File: config.mk
export PLATFORM = sky130hd
export DESIGN_NAME = tdpt_seq
export DESIGN_NICKNAME = d
export VERILOG_FILES = /design/src/rtl/tdpt_pkg.sv /design/src/rtl/tdpt_seq.sv
export SDC_FILE = /design/constraint.sdc
export NUM_CORES = 1
export LEC_CHECK = 0
export ABC_AREA = 1
export BUFFER_PORTS_ARGS = -buffer_cell sky130_fd_sc_hd__buf_2
export CORE_AREA = 2 2 39 41
export CTS_CLUSTER_DIAMETER = 120
export CTS_CLUSTER_SIZE = 24
export DETAILED_ROUTE_END_ITERATION = 10
export DIE_AREA = 0 0 41 43
export PLACE_DENSITY = 0.66
export SLEW_MARGIN = 15
export SYNTH_ARGS = -nofsm -noshare
export SYNTH_HDL_FRONTEND = slang
export SYNTH_SLANG_ARGS = --single-unit
File: constraint.sdc
create_clock -name i_clk -period 2 [get_ports i_clk]
set_clock_uncertainty 0.05 [all_clocks]
set_input_delay 0.2 -clock i_clk [delete_from_list [all_inputs] [get_ports i_clk]]
set_output_delay 0.2 -clock i_clk [all_outputs]
set_load 0.01 [all_outputs]
File: src/rtl/tdpt_pkg.sv
package tdpt_pkg;

    localparam int STEP_W = 3;

    typedef logic [STEP_W-1:0] t_step;

    // program steps
    localparam t_step STEP_ACCEPT   = 3'd0;
    localparam t_step STEP_SCREEN   = 3'd1;
    localparam t_step STEP_BOUND    = 3'd2;
    localparam t_step STEP_DIV_INIT = 3'd3;
    localparam t_step STEP_DIV_STEP = 3'd4;
    localparam t_step STEP_TEST     = 3'd5;
    localparam t_step STEP_NEXT     = 3'd6;
    localparam t_step STEP_OUT      = 3'd7;

    // jump conditions
    typedef enum logic [2:0] {
        COND_NEVER,
        COND_ALWAYS,
        COND_NO_REQ,
        COND_REJECT,
        COND_SQ_GT,
        COND_DIV_MORE,
        COND_REM_ZERO,
        COND_OUT_WAIT
    } t_cond;

    typedef struct packed {
        t_cond cond;
        t_step target;
        logic  in_ready;
        logic  load;
        logic  flag_set;
        logic  flag_clr;
        logic  div_init;
        logic  div_step;
        logic  inc_d;
        logic  out_valid;
    } t_ctrl;

    typedef struct packed {
        logic no_req;
        logic reject;
        logic sq_gt;
        logic div_more;
        logic rem_zero;
        logic out_wait;
    } t_status;

    function automatic t_ctrl rom_word(input t_step step);
        t_ctrl w;
        w = '0;
        unique case (step)
            STEP_ACCEPT: begin
                w.in_ready = 1'b1;
                w.load     = 1'b1;
                w.cond     = COND_NO_REQ;
                w.target   = STEP_ACCEPT;
            end
            STEP_SCREEN: begin
                w.flag_clr = 1'b1;
                w.cond     = COND_REJECT;
                w.target   = STEP_OUT;
            end
            STEP_BOUND: begin
                w.flag_set = 1'b1;
                w.cond     = COND_SQ_GT;
                w.target   = STEP_OUT;
            end
            STEP_DIV_INIT: begin
                w.div_init = 1'b1;
                w.cond     = COND_NEVER;
                w.target   = STEP_ACCEPT;
            end
            STEP_DIV_STEP: begin
                w.div_step = 1'b1;
                w.cond     = COND_DIV_MORE;
                w.target   = STEP_DIV_STEP;
            end
            STEP_TEST: begin
                w.flag_clr = 1'b1;
                w.cond     = COND_REM_ZERO;
                w.target   = STEP_OUT;
            end
            STEP_NEXT: begin
                w.inc_d    = 1'b1;
                w.cond     = COND_ALWAYS;
                w.target   = STEP_BOUND;
            end
            STEP_OUT: begin
                w.out_valid = 1'b1;
                w.cond      = COND_OUT_WAIT;
                w.target    = STEP_OUT;
            end
        endcase
        return w;
    endfunction

endpackage

File: src/rtl/tdpt_seq.sv
module tdpt_seq import tdpt_pkg::*; (
    input  logic    i_clk,
    input  logic    i_rst_n,
    input  t_status i_status,
    output t_ctrl   o_ctrl
);

    t_step r_step;
    t_step n_step;
    logic  take;

    always_comb begin
        o_ctrl = rom_word(r_step);
    end

    always_comb begin
        unique case (o_ctrl.cond)
            COND_NEVER:    take = 1'b0;
            COND_ALWAYS:   take = 1'b1;
            COND_NO_REQ:   take = i_status.no_req;
            COND_REJECT:   take = i_status.reject;
            COND_SQ_GT:    take = i_status.sq_gt;
            COND_DIV_MORE: take = i_status.div_more;
            COND_REM_ZERO: take = i_status.rem_zero;
            COND_OUT_WAIT: take = i_status.out_wait;
        endcase
        // fall-through from the output step wraps back to accept
        n_step = take ? o_ctrl.target : r_step + 1'b1;
    end

    always_ff @(posedge i_clk) begin
        if (!i_rst_n) begin
            r_step <= STEP_ACCEPT;
        end else begin
            r_step <= n_step;
        end
    end

endmodule

==> metrics.md <==
| Metric | Value |
|---|---|
| Worst-Margin Slew | `286 ps` |
| DRC errors left | `0` |
| Crit-path cells | `ha_1 > ha_1 > inv_1 > nand3_4 > nand2_4 > nand2_1 > buf_2` |
| Syn avg cell area | `slightly above 7 sq um` |
| GPL Wtd Cong | `between 0.8 and 0.9` |
| Grt total ovfl | `0` |
| WS Path Type | `reg2out` |
| Starting DRT DRC Count | `0` |
| Crit path depth | `7` |
| CP bufs+invs | `2` |
| Worst EP arrival | `1600 ps` |
| DP HPWL | `just under 1000 um` |
| Tmin final | `1850 ps` |
| GRT met1 Usage | `0.158` |
| Port Buffers | `21` |
| Ant diodes | `0` |
| Final Non-Filler Cells | `115` |
| Max reg flops | `3` |
| Unrepaired setup endpoints after global routing | `false` |
| LEAKAGE | `~0.00042 uW` |
| Leading registers by flop count | `r_step: 3 flops` |
| Wire per inst | `between 9 and 10 um` |
| Status | `finished, final reports clean` |
| Post-synthesis sequential area ratio | `0.111` |
| CTS tree | `built` |
| H-tree levels | `1` |
| Filler instances | `approximately 160` |
| Post-Syn Area | `roughly 540 sq um` |
| Post-synthesis cell type count | `22` |
| Synth Instances | `76` |
| Max Freq | `541 MHz` |
| WHS Path Cells | `3` |
| Share of cells above drive strength 1 | `0.465` |
| Crit-path slowest cell | `dfxtp_1` |
| Final worst-path cycle share | `0.925` |
| Crit path top cell by count | `ha_1` |
| Final setup viols | `0` |
| GR peak layer | `met2` |
| Worst IR drop on VDD | `between 0.6 and 0.7 mV` |
| Clock slew at reported path FFs | `40 ps` |
| Vias in the first global route | `446` |
| Post-Route WL | `~1100 um` |
| Rows | `14` |
| Count of warnings emitted by yosys | `0` |
| Biggest register | `r_step` |
| Initial antenna violation count | `0` |
| Dpl cells | `111` |
| Post-CTS sizing | `0` |
| FF+latch count, synth | `3` |
| Max Slew Vio Count | `0` |
| CP max stage delay | `470 ps` |
| Num CTS Buffers | `3` |
| Root buf cell | `clkbuf_4` |
| GRT met3 Usage | `0.0262` |
| CORE AREA | `~1400 sq um` |
| Final Net Count | `114` |
| Mapped Nets | `90` |
| # hold bufs at CTS | `0` |
| First-pass GRT wire length | `1760 um` |
| Worst path top cell family by delay | `flip-flops` |
| Met2 Use GR | `0.247` |
| Slew margin rel. | `0.809` |
| Postcts setup bufs | `0` |
| Synthesis-to-finish area growth | `25.2%` |
| Flop2flop setup slack | `about 240 ps` |
| Largest net degree at the start of global routing | `8` |
| R2R cell count | `11` |
| Vias | `between 500 and 600` |
| Initial Utilization | `0.391` |
| Hold Path Class | `in2reg` |
| Power Density | `roughly 1700 nW/um^2` |
| MaxCap Viol Count | `0` |
| Critical Path Fanout Max | `7` |
| Avg Vias per Cell | `between 4 and 5` |
| Fin Setup TNS | `0 ps` |
| Die height | `about 43 um` |
| Worst setup SP type | `register` |
| DIE AREA | `about 1800 sq um` |
| Antenna-violating nets left | `0` |
| Final Hold Vio Count | `0` |
| Clock Latency Late Sink | `240 ps` |
| Pre-Repair DR Iteration Count | `1` |
| Clock Tree Buf Depth | `2` |
| Die width | `roughly 41 um` |
| Crit. End Element | `output pin` |
| I/O Pins | `22` |
| Clock sink count | `3` |
| CP Data Required Time | `approximately 1800 ps` |
| Total Routing Usage GR | `0.146` |
synthesized netlist by cell type:
library cell,n,area [sq um]
buf_4,1,7.51
nand3b_1,2,15.0
nand3_1,6,30.0
nor2_2,1,6.26
inv_1,13,48.8
nand2_1,12,45.0
inv_6,1,8.76
buf_6,1,11.3
o21ai_0,1,5.00
inv_2,2,7.51
nand2_4,4,45.0
nand3_2,1,10.0
nand2_2,7,43.8
inv_4,1,6.26
clkbuf_1,1,3.75
nand3_4,3,52.6
ha_1,6,75.1
nor2_1,5,18.8
a21oi_1,3,15.0
nand4_1,1,6.26
dfxtp_1,3,60.1
o21bai_4,1,18.8
worst min-delay path, delay by kind of cell:
family,cells,cell delay [ps]
buf+inv,1,110
simple gates,2,90
where the power goes:
| group | internal [uW] | switching, uW |
|---|---|---|
| Clock | 74.9 | 33.3 |
| Sequential | 86.2 | 36.1 |
| Combinational | 374 | 562 |
per-layer routing:
metal  vias up  wire length (um)  share of wire
met5         -                 0              0
met3         3                62          0.058
met2        14               548           0.51
met4         0                22          0.021
met1       220               438           0.41
li1        277                 -              -
final timing paths:
path	start	to
setup reg to reg	r_step[1]$_SDFF_PN0_	r_step[0]$_SDFF_PN0_
setup / recovery	r_step[1]$_SDFF_PN0_	o_ctrl[10]
hold / removal	i_rst_n	r_step[2]$_SDFF_PN0_
hold reg to reg	r_step[0]$_SDFF_PN0_	r_step[0]$_SDFF_PN0_
cell families after synthesis:
family                     count (synthesis)  share of synthesized area
AOI/OAI and AO/OA                          5                     0.0717
adders and majority gates                  6                      0.139
buffers and inverters                     20                      0.174
DFF                                        3                      0.111
and+or+nand+nor                           42                      0.505
final cells by class:
| class | count | area, sq um | share of cell area |
|---|---|---|---|
| inverter | 17 | 71.3 | 0.105 |
| multi-input combinational | 53 | 387 | 0.571 |
| sequential | 3 | 60.1 | 0.0887 |
| timing repair buffer | 22 | 113 | 0.166 |
| tap | 16 | 20.0 | 0.0296 |
| clock buffer | 4 | 26.3 | 0.0388 |
cell usage in the layout (no fill, tap or decap):
cell / Yosys / routed
nand3_1: 6 / 6
nand4_1: 1 / 1
a21oi_1: 3 / 3
inv_6: 1 / 1
nand3_2: 1 / 1
nor2_1: 5 / 5
nand3_4: 3 / 3
o21ai_0: 1 / 1
clkbuf_4: 0 / 3
dfxtp_1: 3 / 3
nand2_1: 12 / 12
clkbuf_1: 1 / 1
inv_2: 2 / 2
nor2_2: 1 / 1
nand2_2: 7 / 7
buf_4: 1 / 1
inv_1: 13 / 13
o21bai_4: 1 / 1
ha_1: 6 / 6
inv_4: 1 / 1
nand2_4: 4 / 4
buf_2: 0 / 21
nand3b_1: 2 / 2
metrics by stage:
step	setup slack (ps)	area (sq um)	power, uW	util	hold WS [ps]
floorplan	311	541	878	-	271
global placement	295	651	1070	0.470	399
detailed placement	241	651	1080	0.470	408
CTS	139	677	1190	0.489	158
global route	24.4	677	1320	0.489	165
finish	150	677	1170	0.489	158
(Power assumes the default switching activity.)
